$ cat src/design/asw_pkg.sv
// ----------------------------------------------------------------------------
// asw_pkg
// shared types, widths and reset values of the adaptive score weight block
// ----------------------------------------------------------------------------
package asw_pkg;

  localparam int MAX_WINDOW_DEF = 64;

  localparam int SCORE_W = 16;
  localparam int WLEN_W  = 7;
  localparam int CFG_W   = 16;
  localparam int REGIDX_W = 3;

  // raw weight is floor(base * factor / 2^12), at most 37 bits
  localparam int RAW_W = 37;
  localparam int TOT_W = RAW_W + 2;
  localparam int DVD_W = TOT_W + 17;
  localparam int QUO_W = 17;

  localparam logic [15:0] BASE_SCENE_RST  = 16'd29491;
  localparam logic [15:0] BASE_MOTION_RST = 16'd13107;
  localparam logic [15:0] BASE_TEXT_RST   = 16'd22938;
  localparam logic [15:0] MIN_W_RST       = 16'd0;
  localparam logic [15:0] MAX_W_RST       = 16'd65535;
  localparam logic [6:0]  WLEN_RST        = 7'd30;
  localparam logic [15:0] ALPHA_RST       = 16'd32768;
  localparam logic [15:0] BETA_RST        = 16'd4096;

  typedef enum logic [REGIDX_W-1:0] {
    REG_BASE_SCENE  = 3'd0,
    REG_BASE_MOTION = 3'd1,
    REG_BASE_TEXT   = 3'd2,
    REG_MIN_WEIGHT  = 3'd3,
    REG_MAX_WEIGHT  = 3'd4,
    REG_WIN_LEN     = 3'd5,
    REG_ALPHA       = 3'd6,
    REG_BETA        = 3'd7
  } asw_reg_t;

  typedef enum logic [3:0] {
    OP_NONE,
    OP_LOAD,
    OP_UPDATE,
    OP_AVG_GO,
    OP_AVG_END,
    OP_MUL_A,
    OP_MUL_B,
    OP_ACT,
    OP_FACTOR,
    OP_RAW,
    OP_W_GO,
    OP_W_END,
    OP_PUBLISH
  } asw_op_t;

  typedef struct packed {
    asw_op_t     op;
    logic [1:0]  ch;
  } asw_cmd_t;

  typedef struct packed {
    logic div_done;
    logic total_zero;
    logic out_free;
  } asw_stat_t;

endpackage

$ cat src/design/asw_ctrl.sv
// ----------------------------------------------------------------------------
// asw_ctrl
// sequencer stepping the datapath through window update, channels and division
// ----------------------------------------------------------------------------
module asw_ctrl (
  input  logic               clk,
  input  logic               rst_n,
  input  logic               in_valid,
  output logic               in_ready,
  input  asw_pkg::asw_stat_t stat,
  output asw_pkg::asw_cmd_t  cmd
);
  import asw_pkg::*;

  typedef enum logic [3:0] {
    S_IDLE, S_UPDATE, S_AVG_GO, S_AVG_WAIT, S_MUL_A, S_MUL_B, S_ACT,
    S_FACTOR, S_RAW, S_CHECK, S_W_GO, S_W_WAIT, S_PUBLISH
  } state_t;

  state_t     state_r;
  logic [1:0] ch_r;

  always_ff @(posedge clk) begin
    if (!rst_n) begin
      state_r <= S_IDLE;
      ch_r    <= '0;
    end else begin
      unique case (state_r)
        S_IDLE:     if (in_valid) state_r <= S_UPDATE;
        S_UPDATE: begin
          ch_r    <= '0;
          state_r <= S_AVG_GO;
        end
        S_AVG_GO:   state_r <= S_AVG_WAIT;
        S_AVG_WAIT: if (stat.div_done) state_r <= S_MUL_A;
        S_MUL_A:    state_r <= S_MUL_B;
        S_MUL_B:    state_r <= S_ACT;
        S_ACT:      state_r <= S_FACTOR;
        S_FACTOR:   state_r <= S_RAW;
        S_RAW: begin
          if (ch_r == 2'd2) begin
            state_r <= S_CHECK;
          end else begin
            ch_r    <= ch_r + 1'b1;
            state_r <= S_AVG_GO;
          end
        end
        S_CHECK: begin
          ch_r    <= '0;
          state_r <= stat.total_zero ? S_PUBLISH : S_W_GO;
        end
        S_W_GO:     state_r <= S_W_WAIT;
        S_W_WAIT: begin
          if (stat.div_done) begin
            if (ch_r == 2'd2) begin
              state_r <= S_PUBLISH;
            end else begin
              ch_r    <= ch_r + 1'b1;
              state_r <= S_W_GO;
            end
          end
        end
        S_PUBLISH:  if (stat.out_free) state_r <= S_IDLE;
        default:    state_r <= S_IDLE;
      endcase
    end
  end

  always_comb begin
    in_ready = (state_r == S_IDLE);
    cmd.ch   = ch_r;
    unique case (state_r)
      S_IDLE:     cmd.op = in_valid ? OP_LOAD : OP_NONE;
      S_UPDATE:   cmd.op = OP_UPDATE;
      S_AVG_GO:   cmd.op = OP_AVG_GO;
      S_AVG_WAIT: cmd.op = stat.div_done ? OP_AVG_END : OP_NONE;
      S_MUL_A:    cmd.op = OP_MUL_A;
      S_MUL_B:    cmd.op = OP_MUL_B;
      S_ACT:      cmd.op = OP_ACT;
      S_FACTOR:   cmd.op = OP_FACTOR;
      S_RAW:      cmd.op = OP_RAW;
      S_W_GO:     cmd.op = OP_W_GO;
      S_W_WAIT:   cmd.op = stat.div_done ? OP_W_END : OP_NONE;
      S_PUBLISH:  cmd.op = OP_PUBLISH;
      default:    cmd.op = OP_NONE;
    endcase
  end
endmodule

$ cat config.mk
export PLATFORM = sky130hd
export DESIGN_NAME = asw_ctrl
export DESIGN_NICKNAME = d
export VERILOG_FILES = /design/src/design/asw_pkg.sv /design/src/design/asw_ctrl.sv
export SDC_FILE = /design/constraint.sdc
export NUM_CORES = 1
export LEC_CHECK = 0
export ABC_AREA = 1
export BUFFER_PORTS_ARGS = -buffer_cell sky130_fd_sc_hd__buf_2
export CAP_MARGIN = 15
export CORE_AREA = 5 5 42 44
export CTS_CLUSTER_DIAMETER = 30
export DETAILED_ROUTE_END_ITERATION = 10
export DIE_AREA = 0 0 47 49
export PLACE_DENSITY = 0.62
export SLEW_MARGIN = 25
export SYNTH_ARGS = -nofsm -noshare
export SYNTH_HDL_FRONTEND = slang
export SYNTH_SLANG_ARGS = --single-unit
export TNS_END_PERCENT = 100
$ cat constraint.sdc
create_clock -name clk -period 3.5 [get_ports clk]
set_clock_uncertainty 0.15 [all_clocks]
set_input_delay 0.525 -clock clk [delete_from_list [all_inputs] [get_ports clk]]
set_output_delay 0.525 -clock clk [all_outputs]
set_load 0.05 [all_outputs]
# Word-level counts from Yosys, hierarchy flattened
# Index checks and enable logic that the tools add are counted.
[op_classes]
reduce_logical = 5
add_sub_neg = 1
eq_ne = 17
mux = 15
[ops]
columns = ["op", "n"]
rows = [
  ["$pmux 4 s13", 1],
  ["$pmux 4 s12", 1],
  ["$mux 4", 6],
  ["$eq 4x4->1 const B", 5],
  ["$eq 4x3->1 const B", 4],
  ["$mux 3", 3],
  ["$eq 4x2->1 const B", 2],
  ["$ne 2x2->1 const B", 4],
  ["$pmux 2 s3", 1],
  ["$eq 4x1->1 const B", 1],
  ["$logic_not 4->1", 1],
  ["$mux 2", 2],
  ["$reduce_and 4->1", 1],
  ["$reduce_bool 3->1", 1],
  ["$add 2x1->2 const B", 1],
  ["$eq 2x2->1 const B", 1],
  ["$reduce_and 2->1", 1],
  ["$reduce_or 2->1", 1],
  ["$mux 1", 1],
]
[totals]
regBits = 6
input_bits = 6
out_inout_bits = 7
elab_cells = 40

# Longest topological paths before layout
# Gate-level depths: netlist (run 1).
[depth]
depth_word = 4
depth_mapped = 8
mapped_depth_nobuf = 8

# Least setup slack after synthesis (run 1)
# OpenSTA, ideal clock, no wires.
[synth_timing]
kind = "flip-flop to output port"
from = "register state_r[1]"
to = "output cmd[4] (netlist bit)"
path_slack_ns = 1.393
path_stages_with_launch = 5
t_arrival_ns = 1.432
required_time_ns = 2.825
n_path_buf = 0
cell_sequence = "dfxtp_1 nand2_2 inv_2 nand2_1 o211ai_1"
[synth_rtl]
columns = ["element", "line_no", "text"]
rows = [
  ["from (decl)", "asw_ctrl.sv:20", "state_t state_r;"],
  ["from (signal assigned)", "asw_ctrl.sv:50", "state_r <= stat.total_zero ? S_PUBLISH : S_W_GO;"],
  ["to (decl)", "asw_ctrl.sv:11", "output asw_pkg::asw_cmd_t cmd"],
]

==> results.toml, run 1 <==
[yosys]
ys_warn_count = 0
synth_top_family_by_area = "simple AND/OR/NAND/NOR gates"
yosys.area_share.simple = 0.4926
synthMuxAreaShare = 0
synth_edf_count = 0
synth_top_area_cell = "dfxtp_1"
synth.top_cells.by_count = "24 x nand2_1, 13 x nand3_1, 12 x inv_1"
synth_compound_area_frac = 0.1411
synth.distinct_cells = 15
syn_area_um2 = 505.5
synth_top_area_frac = 0.2376
synth.area.top_cells = "dfxtp_1 24%, nand2_1 18%, nand3_1 13%, inv_1 8.9%, a21oi_1 7.9%"
synth_xor_area_frac = 0
yosysSeqAreaShare = 0.2376
postSynthCellCount = 88
ys_ff_latch = 6
synth_fa_ha_area_frac = 0.02475
async_reset_ff_frac = 0
synth_nets = 95
synthFlopType = "dfxtp_1"
avgSynthCellArea_um2 = 5.744
yosys.cell_count.top_type = "nand2_1"

[critical_path]
cp.buffers_inverters = 2
endpoint_kind = "output port"
critPathArrivalTime_ns = 1.63
critical_path_peak_fanout = 7
critPathMaxStageDelay_ns = 0.46
slowest_stage = "dfxtp_1"
cp-start-kind = "register"
criticalPathCategory = "register to output port"
critPathRequiredTime_ns = 2.82
path_delay_family = "flip-flops"
cp_cell_sequence = "nand2_2 -> nor2_2 -> nand2_1 -> o21ai_0 -> inv_1 -> o2111ai_1 -> buf_2"

[final_layout]
area_growth_pct = 20.30
layout-drive-gt1-share = 0.2330
diodes = 0
final_nets = 112
finalNonFillerCells = 119
fillCellCount = 166

[sta]
tns_ns = 0
max_freq_mhz = 433.7
post-route-min-period_ns = 2.306
relSlewSlack = 0.8223
setup_viol = 0
rsz0062_at_grt = "false"
hold_viol = 0
maxSlewViolCount = 0
finalCritPeriodShare = 0.6588
max_slew.worst_pin.slew_ns = 0.2656

[floorplanning]
die_h_um = 49
start_util = 0.3607
ios = 13
die_area_um2 = 2303
coreArea_um2 = 1401
die_w_um = 47
floorplan.rows = 14

[power]
peakVddDrop_v = 0.0002070
power_density_nw_per_um2 = 439.4
leakage_nw = 0.3256

[placement]
place_inst = 116
gp_congestion = 0.9493
hpwlAfterDp_mm = 1.090
port_buffers = 12

[global_route]
grt_pass1_wl_mm = 2.235
grt_usage = 0.1289
antenna_found_initial = 0
grt_pass1_vias = 524
grt.overflow.total = 0
grt_max_degree = 8

[cts]
postCtsSetupRepairBufs = 0
cts_resized = 0
path_clk_slew_ns = 0.04
htree_num_levels = 1
hold_buffers = 0
clock_path_buffers = 2
root_buffer = "clkbuf_4"
clk_latency_ns = 0.24
cts_buffers = 3
clock_sinks = 6
cts_tree = "built"

[routing]
firstDrtPassIters = 4
drcViolationCount = 0
vias = 607
wirelength_mm = 1.362
wire_per_inst_um = 11.45
drt_iter0_drc = 9
ant_nets = 0
viasPerCell = 5.101

[min_path]
hp-class = "register to register"

[job]
cap_violations = 0

[status]
run_status = "completed"
==> cells in the final DEF (no fill, tap or decap) <==
| master | netlist | layout |
|---|---|---|
| nand2_1 | 24 | 24 |
| nand3_1 | 13 | 13 |
| inv_1 | 12 | 12 |
| buf_2 | 0 | 12 |
| nor2_1 | 8 | 8 |
| a21oi_1 | 8 | 8 |
| dfxtp_1 | 6 | 6 |
| nand2_2 | 4 | 4 |
| o21ai_0 | 3 | 3 |
| clkbuf_4 | 0 | 3 |
| inv_2 | 2 | 2 |
| nor2_2 | 2 | 2 |
| nand3b_1 | 2 | 2 |
| o211ai_1 | 1 | 1 |
| o2111ai_1 | 1 | 1 |
| nand3b_2 | 1 | 1 |
| ha_1 | 1 | 1 |
==> worst register-to-register path: stages, from the launching register on <==
cell     delay [ns]
dfxtp_1        0.44
inv_1          0.12
nor2_1         0.23
nand3_1        0.12
nand3_1        0.13
nand2_1        0.06
a21oi_1        0.11
==> stage by stage <==
stage | power (mW) | setup WS, ns | hold slack [ns] | utilization | cell area, um2
global route | 0.2854 | 1.060 | 0.3594 | 0.4339 | 608.1
CTS | 0.2704 | 1.210 | 0.3398 | 0.4339 | 608.1
finish | 0.2672 | 1.194 | 0.3412 | 0.4339 | 608.1
floorplan | 0.1777 | 1.393 | 0.3553 | - | 505.5
global placement | 0.2036 | 1.514 | 0.3287 | 0.4179 | 585.6
detailed placement | 0.2043 | 1.482 | 0.3323 | 0.4179 | 585.6
==> area by class of cell <==
| cell class | count | area [um2] | area share |
|---|---|---|---|
| clock buffers | 3 | 22.52 | 0.03704 |
| inverters | 14 | 52.55 | 0.08642 |
| multi-input cells | 68 | 332.8 | 0.5473 |
| flip-flops and latches | 6 | 120.1 | 0.1975 |
| well taps | 16 | 20.02 | 0.03292 |
| repair buffers | 12 | 60.06 | 0.09877 |
==> logic make-up (layout without fill, tap and decap cells) <==
family / count (synthesis) / in the layout
simple gates: 54 / 54
buf+inv: 14 / 29
compound gates: 13 / 13
flops: 6 / 6
fa+ha+maj: 1 / 1
==> path summary, 6_finish.rpt <==
path,slack [ns],to,start,cells past startpoint
setup / recovery,1.19,cmd[5],state_r[0]$_SDFFE_PN0P_,7
hold / removal,0.34,ch_r[1]$_SDFFE_PN0P_,ch_r[1]$_SDFFE_PN0P_,2
setup reg to reg,2.08,state_r[2]$_SDFFE_PN0P_,state_r[3]$_SDFFE_PN0P_,6
hold reg to reg,0.34,ch_r[1]$_SDFFE_PN0P_,ch_r[1]$_SDFFE_PN0P_,2
==> sequential cells by signal (all words and copies together) (netlist names) <==
register / cells
ch_r: 2
state_r: 4
==> routing by layer <==
layer | routed length (um) | GRT usage | vias up
li1 | - | - | 315
met1 | 644 | 0.1736 | 264
met5 | 0 | 0 | -
met2 | 605 | 0.1878 | 21
met3 | 74 | 0.01476 | 7
met4 | 38 | 0.07834 | 0
==> power by group <==
group          total [mW]  switching (mW)  internal (mW)
clock network      0.0635          0.0247         0.0388
logic               0.118          0.0864         0.0320
registers          0.0853          0.0102         0.0750
(Power assumes the default switching activity.)
==> run 2: changes to the inputs <==
--- a/config.mk
+++ b/config.mk
@@ -5,14 +5,14 @@
 export SDC_FILE = /design/constraint.sdc
 export NUM_CORES = 1
 export LEC_CHECK = 0
-export ABC_AREA = 1
+export ABC_AREA = 0
 export BUFFER_PORTS_ARGS = -buffer_cell sky130_fd_sc_hd__buf_2
 export CAP_MARGIN = 15
 export CORE_AREA = 5 5 42 44
 export CTS_CLUSTER_DIAMETER = 30
 export DETAILED_ROUTE_END_ITERATION = 10
 export DIE_AREA = 0 0 47 49
-export PLACE_DENSITY = 0.62
+export PLACE_DENSITY = 0.67
 export SLEW_MARGIN = 25
 export SYNTH_ARGS = -nofsm -noshare
 export SYNTH_HDL_FRONTEND = slang
==> constraint.sdc (replaced) <==
create_clock -name clk -period 2.1 [get_ports clk]
set_clock_uncertainty 0.15 [all_clocks]
set_input_delay 0.315 -clock clk [delete_from_list [all_inputs] [get_ports clk]]
set_output_delay 0.315 -clock clk [all_outputs]
set_load 0.05 [all_outputs]
==> run 2 against run 1 <==
Against the previous run: flip-flop and latch count unchanged; die area unchanged; wire length down 0.15%; clock power up 81%; critical endpoint is now cmd[3]; largest cell class unchanged; highest routed layer unchanged.
==> results.toml, run 2 <==
[power]
comb_power_share = 0.415
seqPwrFrac = 0.325
p_sw_uw = 191.1
internal_power_uw = 252.4
power_density_nw_per_um2 = 684.3
p_sw_frac = 0.4308
clockPowerShare = 0.260
leakage_nw = 0.2508
peakVddDrop_v = 0.0002915

[routing]
wl_met1_um = 612
met2WireLength_um = 675
drt_iter0_drc = 19
top_layer = "met4"
ant_nets = 0
wire_per_inst_um = 12.71
wirelength_mm = 1.360
vias = 617
firstDrtPassIters = 4
drcViolationCount = 0
met3_wirelength_um = 64
viasPerCell = 5.766

[cts]
clock_path_buffers = 2
clock_sinks = 6
htree_num_levels = 1
hold_buffers = 0
cts_tree = "built"
cts_buffers = 3
path_clk_slew_ns = 0.06
root_buffer = "clkbuf_4"
clk_latency_ns = 0.25

[critical_path]
critPathMaxStageDelay_ns = 0.56
criticalPathCategory = "register to output port"
path_delay_family = "flip-flops"
critPathArrivalTime_ns = 1.50
r2r-start = "state_r[3]$_SDFFE_PN0P_"
critPathRequiredTime_ns = 1.63
reg2reg_to = "state_r[1]$_SDFFE_PN0P_"
slowest_stage = "dfxtp_1"
cp.buffers_inverters = 1
r2r_slack_ns = 0.46
cp-start-kind = "register"
cp_cell_sequence = "nand2_1 -> a21oi_1 -> o21ai_0 -> o21ai_1 -> buf_2"
endpoint_kind = "output port"
critical_path_peak_fanout = 12
r2r_cells = 5

[final_layout]
layout_common_cells = "12 x buf_2, 10 x nand2_1, 8 x a21oi_1, 7 x o21ai_0, 6 x nor2_1"
diodes = 0
fillCellCount = 158
layout-drive-gt1-share = 0.2857
top_regs = "state_r x4, ch_r x2"
regMostFlops = "state_r"
post-route-util = 0.4625
largest_reg_flops = 4
final_nets = 100
final_common_cell = "buf_2"
area_growth_pct = 21.03

[global_route]
grt_usage = 0.1228
grt_pass1_vias = 518
grt.overflow.total = 0
antenna_found_initial = 0
grt_pass1_wl_mm = 2.173
grt_max_degree = 15

[yosys]
synth_top_area_frac = 0.2243
avgSynthCellArea_um2 = 6.866
ys_ff_latch = 6
synth_nets = 85
synthFlopType = "dfxtp_1"
syn_area_um2 = 535.5
yosys.cell_count.top_type = "nand2_1"
ys_warn_count = 0
synth_edf_count = 0
yosysSeqAreaShare = 0.2243
synth.top_cells.by_count = "10 x nand2_1, 9 x o21ai_0, 8 x a21oi_1"
synth.distinct_cells = 31
postSynthCellCount = 78
async_reset_ff_frac = 0
synth_top_area_cell = "dfxtp_1"
synth.area.top_cells = "dfxtp_1 22%, o21ai_0 8.4%, a21oi_1 7.5%, nand2_1 7.0%, nand2b_1 5.8%"

[sta]
tns_ns = 0
post-route-min-period_ns = 1.970
whs_ns = 0.1902
maxSlewViolCount = 0
max_freq_mhz = 507.7
relSlewSlack = 0.7354
setup_viol = 0
hold_viol = 0
max_slew.worst_pin.slew_ns = 0.3964
rsz0062_at_grt = "false"
finalCritPeriodShare = 0.9379

[placement]
gp_congestion = 0.8121
hpwlAfterDp_mm = 1.034
port_buffers = 12

[job]
cap_violations = 0

[min_path]
hold_depth = 2
hp-class = "input port to register"
holdPathEnd = "state_r[0]$_SDFFE_PN0P_"
worstHoldStart = "rst_n"

[floorplanning]
start_util = 0.3821
ios = 13
die_area_um2 = 2303
die_h_um = 49
floorplan.rows = 14
die_w_um = 47
coreArea_um2 = 1401

[status]
run_status = "completed"
[run 2: how the worst max path moves through the flow]
stage | startpoint | endpoint | slack, ns | depth (start not counted)
6_report | state_r[3]$_SDFFE_PN0P_ | cmd[3] | 0.13 | 5
5_1_grt | state_r[3]$_SDFFE_PN0P_ | cmd[3] | 0.007 | 5
4_1_cts | state_r[1]$_SDFFE_PN0P_ | cmd[2] | 0.07 | 4
3_5_place_dp | state_r[1]$_SDFFE_PN0P_ | cmd[2] | 0.34 | 4
3_3_place_gp | state_r[1]$_SDFFE_PN0P_ | cmd[2] | 0.38 | 4
2_1_floorplan | state_r[0]$_SDFFE_PN0P_ | cmd[4] | 0.04 | 4
[run 2: layout make-up]
cell class	instances	area [um2]	area share
Timing Repair Buffer	16	90.09	0.1390
Multi-Input combinational cell	62	377.9	0.5830
Clock buffer	3	22.52	0.03475
Tap cell	16	20.02	0.03089
Inverter	4	15.01	0.02317
Sequential cell	6	122.6	0.1892
[run 2: worst reg2reg max path, cell delays in order (launching register included)]
cell	delay [ns]
dfxtp_1	0.56
buf_4	0.21
nor4_1	0.06
or3_1	0.31
a22o_1	0.19
a21oi_2	0.10
[run 2: kinds of logic (layout without fill, tap and decap cells)]
kind of cell	after synthesis	in the layout	share of synthesized area
adder cells (fa/ha/maj)	1	1	0.02336
AND/OR/NAND/NOR	31	31	0.2944
flip-flops	6	6	0.2243
multiplexers	1	1	0.01869
buffers and inverters	10	23	0.09111
XOR/XNOR	1	1	0.01636
AO/OA/AOI/OAI	28	28	0.3318
[run 2: what timing repair did]
item                                    CTS  global route
endpoints found under the setup margin    0             2
gates resized for setup                   0             2
buffers inserted                          0             0
[run 2: power by group through the flow]
stage	clock network, mW	registers [mW]	logic, mW
CTS	0.114	0.143	0.184
finish	0.115	0.144	0.184
floorplan	0	0.127	0.164
detailed placement	0	0.146	0.183
global route	0.121	0.147	0.200
global placement	0	0.145	0.182
[run 2: per-layer routing]
layer,vias to the layer above,global-route usage
met5,-,0
met4,0,0.04147
li1,306,-
met3,2,0.02214
met1,293,0.1659
met2,16,0.1900
[run 2: metrics by stage]
| step | setup slack (ns) | instance area, um2 | power [mW] | instances |
|---|---|---|---|---|
| 2_1_floorplan | 0.04126 | 546.8 | 0.2911 | 78 |
| 3_3_place_gp | 0.3785 | 623.1 | 0.3271 | 104 |
| 3_5_place_dp | 0.3355 | 623.1 | 0.3290 | 104 |
| 4_1_cts | 0.07170 | 645.6 | 0.4406 | 107 |
| 5_1_grt | 0.006802 | 648.1 | 0.4670 | 107 |
| 6_report | 0.1305 | 648.1 | 0.4435 | 107 |
